<file path="config.mk">
export PLATFORM = sky130hd
export DESIGN_NAME = readout_datagram_deframer_flat
export DESIGN_NICKNAME = d
export VERILOG_FILES = /design/src/hdl/rdd_pkg.sv /design/src/hdl/rdd_byte_if.sv /design/src/hdl/rdd_result_if.sv /design/src/hdl/rdd_parser.sv /design/src/hdl/rdd_fifo.sv /design/src/hdl/rdd_emitter.sv /design/src/hdl/readout_datagram_deframer.sv /design/src/flat_wrapper.sv
export VERILOG_INCLUDE_DIRS = /design/src /design/src/hdl
export SDC_FILE = /design/constraint.sdc
export NUM_CORES = 1
export LEC_CHECK = 0
export BUFFER_PORTS_ARGS = -buffer_cell sky130_fd_sc_hd__buf_2
export CELL_PAD_IN_SITES_DETAIL_PLACEMENT = 1
export CELL_PAD_IN_SITES_GLOBAL_PLACEMENT = 2
export CORE_MARGIN = 5
export CORE_UTILIZATION = 49
export CTS_BUF_LIST = sky130_fd_sc_hd__clkbuf_2
export DETAILED_ROUTE_END_ITERATION = 8
export PLACE_DENSITY_LB_ADDON = 0.25
export SLEW_MARGIN = 40
export SYNTH_ARGS = -nofsm -noshare
export SYNTH_HDL_FRONTEND = slang
export SYNTH_SLANG_ARGS = --single-unit
</file>
<file path="constraint.sdc">
create_clock -name clk -period 12.4 [get_ports clk]
set_input_delay 1.24 -clock clk [delete_from_list [all_inputs] [get_ports clk]]
set_output_delay 1.24 -clock clk [all_outputs]
set_load 0.05 [all_outputs]
</file>
<file path="src/hdl/assert_macros.svh">
// Assertion helpers; clocked on clk, masked while arst_n is low.
`ifndef ASSERT_MACROS_SVH
`define ASSERT_MACROS_SVH

// Property holds in the same cycle.
`define RDD_ASSERT(lbl, prop, msg) \
	lbl: assert property (@(posedge clk) disable iff (!arst_n) (prop)) else $error(msg);

// Consequent holds in the cycle after the antecedent.
`define RDD_ASSERT_NEXT(lbl, ante, cons, msg) \
	lbl: assert property (@(posedge clk) disable iff (!arst_n) (ante) |=> (cons)) else $error(msg);

`endif

</file>
<file path="src/hdl/rdd_pkg.sv">
`timescale 1ns / 1ps
package rdd_pkg;

	typedef enum logic [2:0] {
		PhLead, PhSkip, PhHeader, PhBegin, PhPayload, PhCookie, PhEndmark, PhDone
	} phase_t;

	typedef enum logic [2:0] {
		StOk, StBadLead, StTooShort, StBadHeader, StNoBegin, StNoCookie, StNoEnd, StBadLength
	} status_t;

	localparam logic KindPayload = 1'b0;
	localparam logic KindStatus  = 1'b1;

	localparam logic [7:0]  LeadByte          = 8'h60;
	localparam logic [7:0]  HeaderTag         = 8'h58;
	localparam logic [7:0]  BeginTag          = 8'hbb;
	localparam logic [7:0]  EndTag            = 8'hee;
	localparam logic [31:0] EndCookie         = 32'h87654321;
	localparam logic [15:0] MinDatagramBytes  = 16'd19;
	localparam logic [16:0] MaxDatagramBytes  = 17'd65535;
	localparam logic [15:0] FrameOverhead     = 16'd3;
	localparam logic [13:0] MinWordsForFrame  = 14'd4;
	localparam logic [1:0]  SkipLastPos       = 2'd2;
	localparam logic [1:0]  WordLastPos       = 2'd3;
	localparam logic [11:0] FrameCountMax     = 12'hfff;

	// One queued result, before formatting at the output.
	// For a status item, index carries the frame count.
	typedef struct packed {
		logic        kind;
		logic [31:0] word;
		logic [11:0] index;
		logic        last;
		status_t     status;
	} res_t;

endpackage

</file>
<file path="src/hdl/rdd_byte_if.sv">
`timescale 1ns / 1ps
interface rdd_byte_if;
	logic        valid;
	logic        ready;
	logic [7:0]  data_byte;
	logic [15:0] datagram_bytes;
	logic        last_byte;

	modport source (output valid, data_byte, datagram_bytes, last_byte, input ready);
	modport sink   (input valid, data_byte, datagram_bytes, last_byte, output ready);
endinterface

</file>
<file path="src/hdl/rdd_result_if.sv">
`timescale 1ns / 1ps
interface rdd_result_if;
	logic        valid;
	logic        ready;
	logic        kind;
	logic [31:0] payload_word;
	logic [11:0] readout_index;
	logic        last_in_readout;
	logic [2:0]  status;
	logic [11:0] readout_count;

	modport source (output valid, kind, payload_word, readout_index, last_in_readout,
		status, readout_count, input ready);
	modport sink   (input valid, kind, payload_word, readout_index, last_in_readout,
		status, readout_count, output ready);
endinterface

</file>
<file path="src/hdl/rdd_parser.sv">
`timescale 1ns / 1ps
`include "assert_macros.svh"
module rdd_parser (
	input  logic          clk,
	input  logic          arst_n,
	rdd_byte_if.sink      bytes,
	output logic          push,
	output rdd_pkg::res_t push_data,
	input  logic          full
);
	import rdd_pkg::*;

	phase_t      phase_q, phase_d;
	logic [1:0]  bp_q, bp_d;
	logic [23:0] wa_q, wa_d;
	logic [13:0] wr_q, wr_d;
	logic [15:0] pr_q, pr_d;
	logic [11:0] ff_q, ff_d;
	status_t     err_q, err_d;
	logic        pend_q;
	res_t        pend_data_q;

	logic        accept;
	logic [31:0] word_w;
	logic [13:0] wr_dec;
	logic [15:0] len;
	logic [15:0] pr_dec;
	logic [15:0] dbytes_sub;
	logic        emit_word, word_last;
	status_t     stat_code;
	res_t        word_item, status_item;

	assign bytes.ready = !pend_q && !full;
	assign accept      = bytes.valid && bytes.ready;
	assign word_w      = {bytes.data_byte, wa_q};
	assign wr_dec      = (wr_q != 14'd0) ? wr_q - 14'd1 : wr_q;
	assign pr_dec      = (pr_q != 16'd0) ? pr_q - 16'd1 : pr_q;
	assign len         = {word_w[15:8], word_w[23:16]};
	assign dbytes_sub  = bytes.datagram_bytes - FrameOverhead;

	always_comb begin
		phase_d   = phase_q;
		bp_d      = bp_q;
		wa_d      = wa_q;
		wr_d      = wr_q;
		pr_d      = pr_q;
		ff_d      = ff_q;
		err_d     = err_q;
		emit_word = 1'b0;
		word_last = 1'b0;
		if (accept) begin
			case (phase_q)
				PhLead: begin
					if (bytes.data_byte != LeadByte) begin
						err_d   = StBadLead;
						phase_d = PhDone;
					end else if (bytes.datagram_bytes < MinDatagramBytes) begin
						err_d   = StTooShort;
						phase_d = PhDone;
					end else if ({1'b0, bytes.datagram_bytes} > MaxDatagramBytes) begin
						err_d   = StBadLength;
						phase_d = PhDone;
					end else begin
						wr_d    = dbytes_sub[15:2];
						bp_d    = 2'd1;
						phase_d = PhSkip;
					end
				end
				PhSkip: begin
					if (bp_q >= SkipLastPos) begin
						bp_d    = 2'd0;
						phase_d = (wr_q > MinWordsForFrame) ? PhHeader : PhDone;
					end else begin
						bp_d = bp_q + 2'd1;
					end
				end
				PhDone: begin
				end
				default: begin
					if (bp_q != WordLastPos) begin
						case (bp_q)
							2'd0:    wa_d[7:0]   = bytes.data_byte;
							2'd1:    wa_d[15:8]  = bytes.data_byte;
							default: wa_d[23:16] = bytes.data_byte;
						endcase
						bp_d = bp_q + 2'd1;
					end else begin
						bp_d = 2'd0;
						wr_d = wr_dec;
						case (phase_q)
							PhHeader: begin
								if (word_w[7:0] != HeaderTag) begin
									err_d   = StBadHeader;
									phase_d = PhDone;
								end else if (len < FrameOverhead || len > {2'b00, wr_dec}) begin
									err_d   = StBadLength;
									phase_d = PhDone;
								end else begin
									pr_d    = len - FrameOverhead;
									phase_d = PhBegin;
								end
							end
							PhBegin: begin
								if (word_w[31:24] != BeginTag) begin
									err_d   = StNoBegin;
									phase_d = PhDone;
								end else begin
									phase_d = (pr_q != 16'd0) ? PhPayload : PhCookie;
								end
							end
							PhPayload: begin
								pr_d      = pr_dec;
								emit_word = 1'b1;
								word_last = (pr_dec == 16'd0);
								if (pr_dec == 16'd0) begin
									phase_d = PhCookie;
								end
							end
							PhCookie: begin
								if (word_w != EndCookie) begin
									err_d   = StNoCookie;
									phase_d = PhDone;
								end else begin
									phase_d = PhEndmark;
								end
							end
							default: begin
								if (word_w[31:24] != EndTag) begin
									err_d   = StNoEnd;
									phase_d = PhDone;
								end else begin
									ff_d    = (ff_q != FrameCountMax) ? ff_q + 12'd1 : ff_q;
									phase_d = (wr_dec > MinWordsForFrame) ? PhHeader : PhDone;
								end
							end
						endcase
					end
				end
			endcase
		end

		// Final byte with the frame loop unfinished counts as bad length.
		stat_code = (err_d == StOk && phase_d != PhDone) ? StBadLength : err_d;
		status_item.kind   = KindStatus;
		status_item.word   = 32'd0;
		status_item.index  = (stat_code == StOk) ? ff_d : 12'd0;
		status_item.last   = 1'b0;
		status_item.status = stat_code;

		word_item.kind   = KindPayload;
		word_item.word   = word_w;
		word_item.index  = ff_q;
		word_item.last   = word_last;
		word_item.status = StOk;

		if (accept && bytes.last_byte) begin
			phase_d = PhLead;
			bp_d    = 2'd0;
			wr_d    = 14'd0;
			pr_d    = 16'd0;
			ff_d    = 12'd0;
			err_d   = StOk;
		end
	end

	// Word plus status on one byte: the status item waits in pend_q until the queue has room.
	assign push      = (pend_q && !full) || (accept && (emit_word || bytes.last_byte));
	assign push_data = pend_q ? pend_data_q : (emit_word ? word_item : status_item);

	always_ff @(posedge clk or negedge arst_n) begin
		if (!arst_n) begin
			phase_q <= PhLead;
			bp_q    <= 2'd0;
			wr_q    <= 14'd0;
			pr_q    <= 16'd0;
			ff_q    <= 12'd0;
			err_q   <= StOk;
			pend_q  <= 1'b0;
		end else begin
			phase_q <= phase_d;
			bp_q    <= bp_d;
			wr_q    <= wr_d;
			pr_q    <= pr_d;
			ff_q    <= ff_d;
			err_q   <= err_d;
			if (accept && emit_word && bytes.last_byte) begin
				pend_q <= 1'b1;
			end else if (pend_q && !full) begin
				pend_q <= 1'b0;
			end
		end
	end

	always_ff @(posedge clk) begin
		wa_q <= wa_d;
		if (accept && emit_word && bytes.last_byte) begin
			pend_data_q <= status_item;
		end
	end

	`RDD_ASSERT(a_pend_blocks_input, pend_q |-> !bytes.ready, "byte taken while status pending")
	`RDD_ASSERT_NEXT(a_last_restarts, accept && bytes.last_byte, phase_q == PhLead && err_q == StOk, "no restart after final byte")

endmodule

</file>
<file path="src/hdl/rdd_fifo.sv">
`timescale 1ns / 1ps
`include "assert_macros.svh"
module rdd_fifo #(
	parameter int DEPTH = 4
) (
	input  logic          clk,
	input  logic          arst_n,
	input  logic          push,
	input  rdd_pkg::res_t push_data,
	output logic          full,
	output logic          avail,
	output rdd_pkg::res_t head,
	input  logic          pop
);
	import rdd_pkg::*;

	localparam int PtrW = (DEPTH > 1) ? $clog2(DEPTH) : 1;
	localparam int CntW = $clog2(DEPTH + 1);
	localparam logic [PtrW-1:0] PtrLast = PtrW'(DEPTH - 1);
	localparam logic [CntW-1:0] CntFull = CntW'(DEPTH);

	res_t            mem_q [DEPTH];
	logic [PtrW-1:0] wr_ptr_q, rd_ptr_q;
	logic [CntW-1:0] count_q;

	assign full  = (count_q == CntFull);
	assign avail = (count_q != '0);
	assign head  = mem_q[rd_ptr_q];

	always_ff @(posedge clk or negedge arst_n) begin
		if (!arst_n) begin
			wr_ptr_q <= '0;
			rd_ptr_q <= '0;
			count_q  <= '0;
		end else begin
			if (push) begin
				wr_ptr_q <= (wr_ptr_q == PtrLast) ? '0 : wr_ptr_q + 1'b1;
			end
			if (pop) begin
				rd_ptr_q <= (rd_ptr_q == PtrLast) ? '0 : rd_ptr_q + 1'b1;
			end
			case ({push, pop})
				2'b10:   count_q <= count_q + 1'b1;
				2'b01:   count_q <= count_q - 1'b1;
				default: count_q <= count_q;
			endcase
		end
	end

	always_ff @(posedge clk) begin
		if (push) begin
			mem_q[wr_ptr_q] <= push_data;
		end
	end

	`RDD_ASSERT(a_no_overflow, push |-> !full, "queue write while full")
	`RDD_ASSERT(a_no_underflow, pop |-> avail, "queue read while empty")

endmodule

</file>
<file path="src/hdl/rdd_emitter.sv">
`timescale 1ns / 1ps
`include "assert_macros.svh"
module rdd_emitter (
	input  logic          clk,
	input  logic          arst_n,
	input  logic          avail,
	input  rdd_pkg::res_t head,
	output logic          pop,
	rdd_result_if.source  results
);
	import rdd_pkg::*;

	logic        valid_q;
	logic        kind_q;
	logic [31:0] word_q;
	logic [11:0] index_q;
	logic        last_q;
	logic [2:0]  status_q;
	logic [11:0] count_q;

	assign pop = avail && (!valid_q || results.ready);

	always_ff @(posedge clk or negedge arst_n) begin
		if (!arst_n) begin
			valid_q <= 1'b0;
		end else if (pop) begin
			valid_q <= 1'b1;
		end else if (results.ready) begin
			valid_q <= 1'b0;
		end
	end

	// Split the shared index field by kind; unused fields go out as zero.
	always_ff @(posedge clk) begin
		if (pop) begin
			kind_q   <= head.kind;
			word_q   <= (head.kind == KindPayload) ? head.word : 32'd0;
			index_q  <= (head.kind == KindPayload) ? head.index : 12'd0;
			last_q   <= (head.kind == KindPayload) ? head.last : 1'b0;
			status_q <= (head.kind == KindStatus) ? head.status : StOk;
			count_q  <= (head.kind == KindStatus) ? head.index : 12'd0;
		end
	end

	assign results.valid           = valid_q;
	assign results.kind            = kind_q;
	assign results.payload_word    = word_q;
	assign results.readout_index   = index_q;
	assign results.last_in_readout = last_q;
	assign results.status          = status_q;
	assign results.readout_count   = count_q;

	`RDD_ASSERT(a_err_zero_count, valid_q && kind_q == KindStatus && status_q != StOk |-> count_q == 12'd0, "error status with nonzero count")

endmodule

</file>
<file path="src/hdl/readout_datagram_deframer.sv">
`timescale 1ns / 1ps
// Readout datagram deframer. Takes one datagram byte per transfer on bytes
// (with the datagram's total length and a final-byte flag) and streams out,
// on results, every readout payload word as soon as its fourth byte arrives,
// followed by one status item on the final byte: frame count and status 0,
// or count 0 with an error code. Words already sent are not withdrawn, so a
// consumer must hold them until the status item says the datagram was good.
// Rate: one byte per clock while the result queue has room. The one
// exception is a final byte that also completes a payload word: it yields
// two items; the status item waits in pend_q and enters the result queue
// after the word, and no byte is taken while it waits. The parser is the
// front end; a QUEUE_DEPTH-entry result queue and an output register
// decouple it from the consumer, so the byte side keeps moving while a
// finished result waits to be taken. Apart from that bubble, input ready
// drops only when the queue is full. No clearing pass after reset.
module readout_datagram_deframer #(
	parameter int QUEUE_DEPTH = 4
) (
	input  logic         clk,
	input  logic         arst_n,
	rdd_byte_if.sink     bytes,
	rdd_result_if.source results
);
	import rdd_pkg::*;

	// Parser to queue
	logic push;
	res_t push_data;
	logic full;

	// Queue to output stage
	logic avail;
	res_t head;
	logic pop;

	// Front end: byte-level frame walk, checks and result generation.
	rdd_parser u_parser (
		.clk       (clk),
		.arst_n    (arst_n),
		.bytes     (bytes),
		.push      (push),
		.push_data (push_data),
		.full      (full)
	);

	// Short queue so parser and consumer stall independently.
	rdd_fifo #(
		.DEPTH (QUEUE_DEPTH)
	) u_fifo (
		.clk       (clk),
		.arst_n    (arst_n),
		.push      (push),
		.push_data (push_data),
		.full      (full),
		.avail     (avail),
		.head      (head),
		.pop       (pop)
	);

	// Back end: formats queued items into the registered result channel.
	rdd_emitter u_emitter (
		.clk     (clk),
		.arst_n  (arst_n),
		.avail   (avail),
		.head    (head),
		.pop     (pop),
		.results (results)
	);

endmodule

</file>
<file path="src/flat_wrapper.sv">
// flat-port wrapper written by rule: the top's interface ports become plain ports
module readout_datagram_deframer_flat import rdd_pkg::*;
#(
	parameter int QUEUE_DEPTH = 4
)
  (clk, arst_n, bytes_valid, bytes_data_byte, bytes_datagram_bytes, bytes_last_byte, bytes_ready, results_valid, results_kind, results_payload_word, results_readout_index, results_last_in_readout, results_status, results_readout_count, results_ready);
  rdd_byte_if bytes_i ();
  rdd_result_if results_i ();
  input  logic clk;
  input  logic arst_n;
  input wire logic [$bits(bytes_i.valid)-1:0] bytes_valid;
  input wire logic [$bits(bytes_i.data_byte)-1:0] bytes_data_byte;
  input wire logic [$bits(bytes_i.datagram_bytes)-1:0] bytes_datagram_bytes;
  input wire logic [$bits(bytes_i.last_byte)-1:0] bytes_last_byte;
  output wire logic [$bits(bytes_i.ready)-1:0] bytes_ready;
  output wire logic [$bits(results_i.valid)-1:0] results_valid;
  output wire logic [$bits(results_i.kind)-1:0] results_kind;
  output wire logic [$bits(results_i.payload_word)-1:0] results_payload_word;
  output wire logic [$bits(results_i.readout_index)-1:0] results_readout_index;
  output wire logic [$bits(results_i.last_in_readout)-1:0] results_last_in_readout;
  output wire logic [$bits(results_i.status)-1:0] results_status;
  output wire logic [$bits(results_i.readout_count)-1:0] results_readout_count;
  input wire logic [$bits(results_i.ready)-1:0] results_ready;
  assign bytes_i.valid = bytes_valid;
  assign bytes_i.data_byte = bytes_data_byte;
  assign bytes_i.datagram_bytes = bytes_datagram_bytes;
  assign bytes_i.last_byte = bytes_last_byte;
  assign bytes_ready = bytes_i.ready;
  assign results_valid = results_i.valid;
  assign results_kind = results_i.kind;
  assign results_payload_word = results_i.payload_word;
  assign results_readout_index = results_i.readout_index;
  assign results_last_in_readout = results_i.last_in_readout;
  assign results_status = results_i.status;
  assign results_readout_count = results_i.readout_count;
  assign results_i.ready = results_ready;
  readout_datagram_deframer #(.QUEUE_DEPTH(QUEUE_DEPTH)) u_core (.clk(clk), .arst_n(arst_n), .bytes(bytes_i), .results(results_i));
endmodule
</file>
==> impl_metrics.py <==
metrics = {
    "outcome": {
        "status": "finished clean",
    },
    "setup_path": {
        "slowest_stage": "o31ai_1",
        "cp_cell_sequence": "inv_1 > ha_1 > nor4b_2 > nand3b_4 > or3_1 > nand2_1 > o21ai_0 > ha_1 > nor2b_1 > o211ai_1 > a21oi_1 > a211oi_1 > o31a_1 > or2_2 > a2111oi_4 > nand3_2 > o31ai_1",
        "arrival_ns": 6.25,
        "slowest_delay_ns": 0.69,
        "path_class": "reg -> reg",
        "cp.required_ns": 12.97,
        "cp_common_cell": "ha_1",
        "critPathCaptureType": "flop",
        "crit_family": "simple AND/OR/NAND/NOR gates",
        "cp-start-kind": "flop",
        "crit_fanout": 21,
        "worstPathBufferInverterCount": 1,
    },
    "clocking": {
        "tritoncts": "yes",
        "clk_pin_slew_ns": 0.11,
        "cts_root_buf": "clkbuf_2",
        "htreeDepth": 3,
        "clock_latency_ns": 0.92,
        "numCtsBuffers": 90,
        "cts_hold_buf": 0,
        "clock_sinks": 355,
        "post_cts_buffers": 0,
        "cts_resized": 0,
        "cts_buffer_depth": 3,
    },
    "routing": {
        "first_pass_iters": 7,
        "dr_total_vias": 10900,
        "routed_wl_um": 41120,
        "drc": 0,
        "ant_nets": 0,
        "wl_per_cell_um": 21.76,
        "viasPerCell": 5.765,
        "dr.first_iter.drc_count": 722,
    },
    "sta": {
        "tightest_slew_ns": 0.8167,
        "slew_headroom_pct": 45.55,
        "worst_slack_ns": 6.714,
        "min_period_over_period_pct": 45.86,
        "max_freq_mhz": 175.9,
        "rsz0062_at_grt": "false",
        "setup_viol": 0,
        "finalHoldViolCount": 0,
        "finalClockSkew_ns": 0.09964,
        "setup_tns_ns": 0,
        "slew_violations": 0,
        "period_minus_slack_ns": 5.686,
    },
    "synthesis": {
        "synth_top_area_share_pct": 53.55,
        "ys_seq_elements": 355,
        "synthCells": 1226,
        "synth.distinct_cells": 79,
        "synth.area.top_cells": "edfxtp_1 (54%), dfrtp_1 (8.9%), mux4_2 (6.6%), ha_1 (2.4%), nor2_1 (2.3%)",
        "synthFlopType": "edfxtp_1",
        "syn_area_per_cell_um2": 13.54,
        "synth-async-reset-ratio_pct": 16.62,
        "synth.yosys.warnings": 0,
        "synthesis.area_um2": 16600,
        "synth_fp_nets": 1288,
        "synth_edf_count": 296,
        "synth.largest_area_cell": "edfxtp_1",
        "ys_seq_area_share_pct": 62.45,
    },
    "floorplanning": {
        "dieArea_um2": 37660,
        "io_pins": 92,
        "die_x_um": 194.1,
        "fp.dieH_um": 194.1,
        "num_rows": 67,
        "initial_utilization_pct": 49.62,
        "core_um2": 33450,
    },
    "global_routing": {
        "grt_pass1_vias": 11620,
        "grt_pass1_wl_um": 66310,
        "grt_use_total_pct": 22.06,
        "grt_overflow": 0,
        "antenna_found_initial": 1,
        "grt_max_degree": 65,
    },
    "power_and_ir_drop": {
        "power_uw": 4837,
        "power_density_nw_per_um2": 262.5,
        "p_leak_uw": 0.006943,
        "ir_worst_vdd_mv": 0.1294,
    },
    "cells_and_area": {
        "n_fill_cell": 3412,
        "seqCellArea_um2": 10370,
        "area_growth_pct": 11.03,
        "layout_common_cells": "edfxtp_1 (296), clkbuf_2 (125), nor2_1 (99), buf_2 (91), nand2_1 (68)",
        "final_common_cell": "edfxtp_1",
        "finalNetCount": 1427,
        "multiInputGateArea_um2": 5927,
        "drive_gt1_share_pct": 23.82,
    },
    "place": {
        "pre_cts_slack_ns": 6.836,
        "io_buffers": 91,
        "dpl.hpwl_um": 27320,
        "gp_congestion": 0.8603,
    },
    "hold_path": {
        "min_path_type": "in -> async",
    },
    "flow_run": {
        "maxCapViolations": 0,
    },
}
-- through the flow --
| step | util (%) | hold slack [ns] | cells | area [um^2] |
|---|---|---|---|---|
| after floorplan | - | 0.4694 | 1226 | 16600 |
| after global placement | 52.37 | 0.4936 | 1719 | 17520 |
| after global routing | 55.09 | 0.3595 | 1889 | 18430 |
| after detailed placement | 52.57 | 0.5147 | 1721 | 17580 |
| after CTS | 55.06 | 0.3470 | 1888 | 18420 |
| final | 55.10 | 0.4252 | 1890 | 18430 |
-- cell usage after synthesis (16+ instances only) --
| cell | number |
|---|---|
| and2_1 | 55 |
| mux4_2 | 49 |
| nor2b_1 | 56 |
| inv_1 | 28 |
| nor2_1 | 100 |
| xor2_1 | 24 |
| ha_1 | 32 |
| clkbuf_1 | 49 |
| nor3_1 | 29 |
| o21ai_0 | 29 |
| xnor2_1 | 19 |
| nand3_1 | 18 |
| nand2_1 | 68 |
| a21oi_1 | 62 |
| a211oi_1 | 16 |
| edfxtp_1 | 296 |
| dfrtp_1 | 59 |
-- report_power, final --
group	internal [uW]	switching, uW	total (uW)
Sequential	1610	152	1760
Clock	301	476	776
Combinational	799	1500	2300
-- path summary, 6_finish.rpt --
check	start	depth (start not counted)	to	slack (ns)
min in group clk	results_ready	2	u_core.u_emitter.results.valid$_DFFE_PN0P_	0.51
max reg2reg	u_core.u_parser.wr_q[0]$_DFFE_PN0P_	17	u_core.u_fifo.mem_q[1][4]$_DFFE_PP_	6.71
min	arst_n	2	u_core.u_parser.wr_q[2]$_DFFE_PN0P_	0.43
max in group asynchronous	arst_n	2	u_core.u_fifo.rd_ptr_q[0]$_DFFE_PN0P_	11.38
max	u_core.u_parser.wr_q[0]$_DFFE_PN0P_	17	u_core.u_fifo.mem_q[1][4]$_DFFE_PP_	6.71
min reg2reg	u_core.u_fifo.count_q[2]$_DFFE_PN0P_	1	u_core.u_fifo.count_q[2]$_DFFE_PN0P_	0.54
-- cells by family after synthesis --
| logic type | after synthesis | share of synthesized area [%] |
|---|---|---|
| multiplexers | 61 | 7.402 |
| buffers and inverters | 91 | 2.171 |
| XOR/XNOR | 43 | 2.269 |
| flip-flops | 355 | 62.45 |
| adder cells (fa/ha/maj) | 33 | 2.533 |
| AND/OR/NAND/NOR | 437 | 14.42 |
| AO/OA/AOI/OAI | 206 | 8.759 |
-- registers in the layout, summed over array words and instances, names as in the netlist, 12 cells and up --
signal and flops:
u_core.u_emitter.results.readout_index 12, u_core.u_fifo.mem_q 196, u_core.u_parser.pr_q 16, u_core.u_parser.wr_q 14
u_core.u_parser.pend_data_q 15, u_core.u_emitter.results.readout_count 12, u_core.u_emitter.results.payload_word 32, u_core.u_parser.ff_q 12
u_core.u_parser.wa_q 24
-- layer usage --
layer | up-vias | part of all wire [%] | track usage (%)
met5 | - | 0 | 0
met4 | 0 | 1.5 | 5.729
met3 | 55 | 4.6 | 4.327
met2 | 264 | 49 | 36.52
met1 | 5559 | 45 | 30.26
li1 | 5018 | - | -
-- final cells by class --
class / instances / share of cell area, %
Clock inverter: 42 / 1.113
Clock buffer: 125 / 3.395
Multi-Input combinational cell: 780 / 32.16
Inverter: 28 / 0.5703
Tap cell: 448 / 3.042
Sequential cell: 355 / 56.27
Timing Repair Buffer: 110 / 3.422
Antenna cell: 2 / 0.02716
Power figures use the tool's default switching activity.
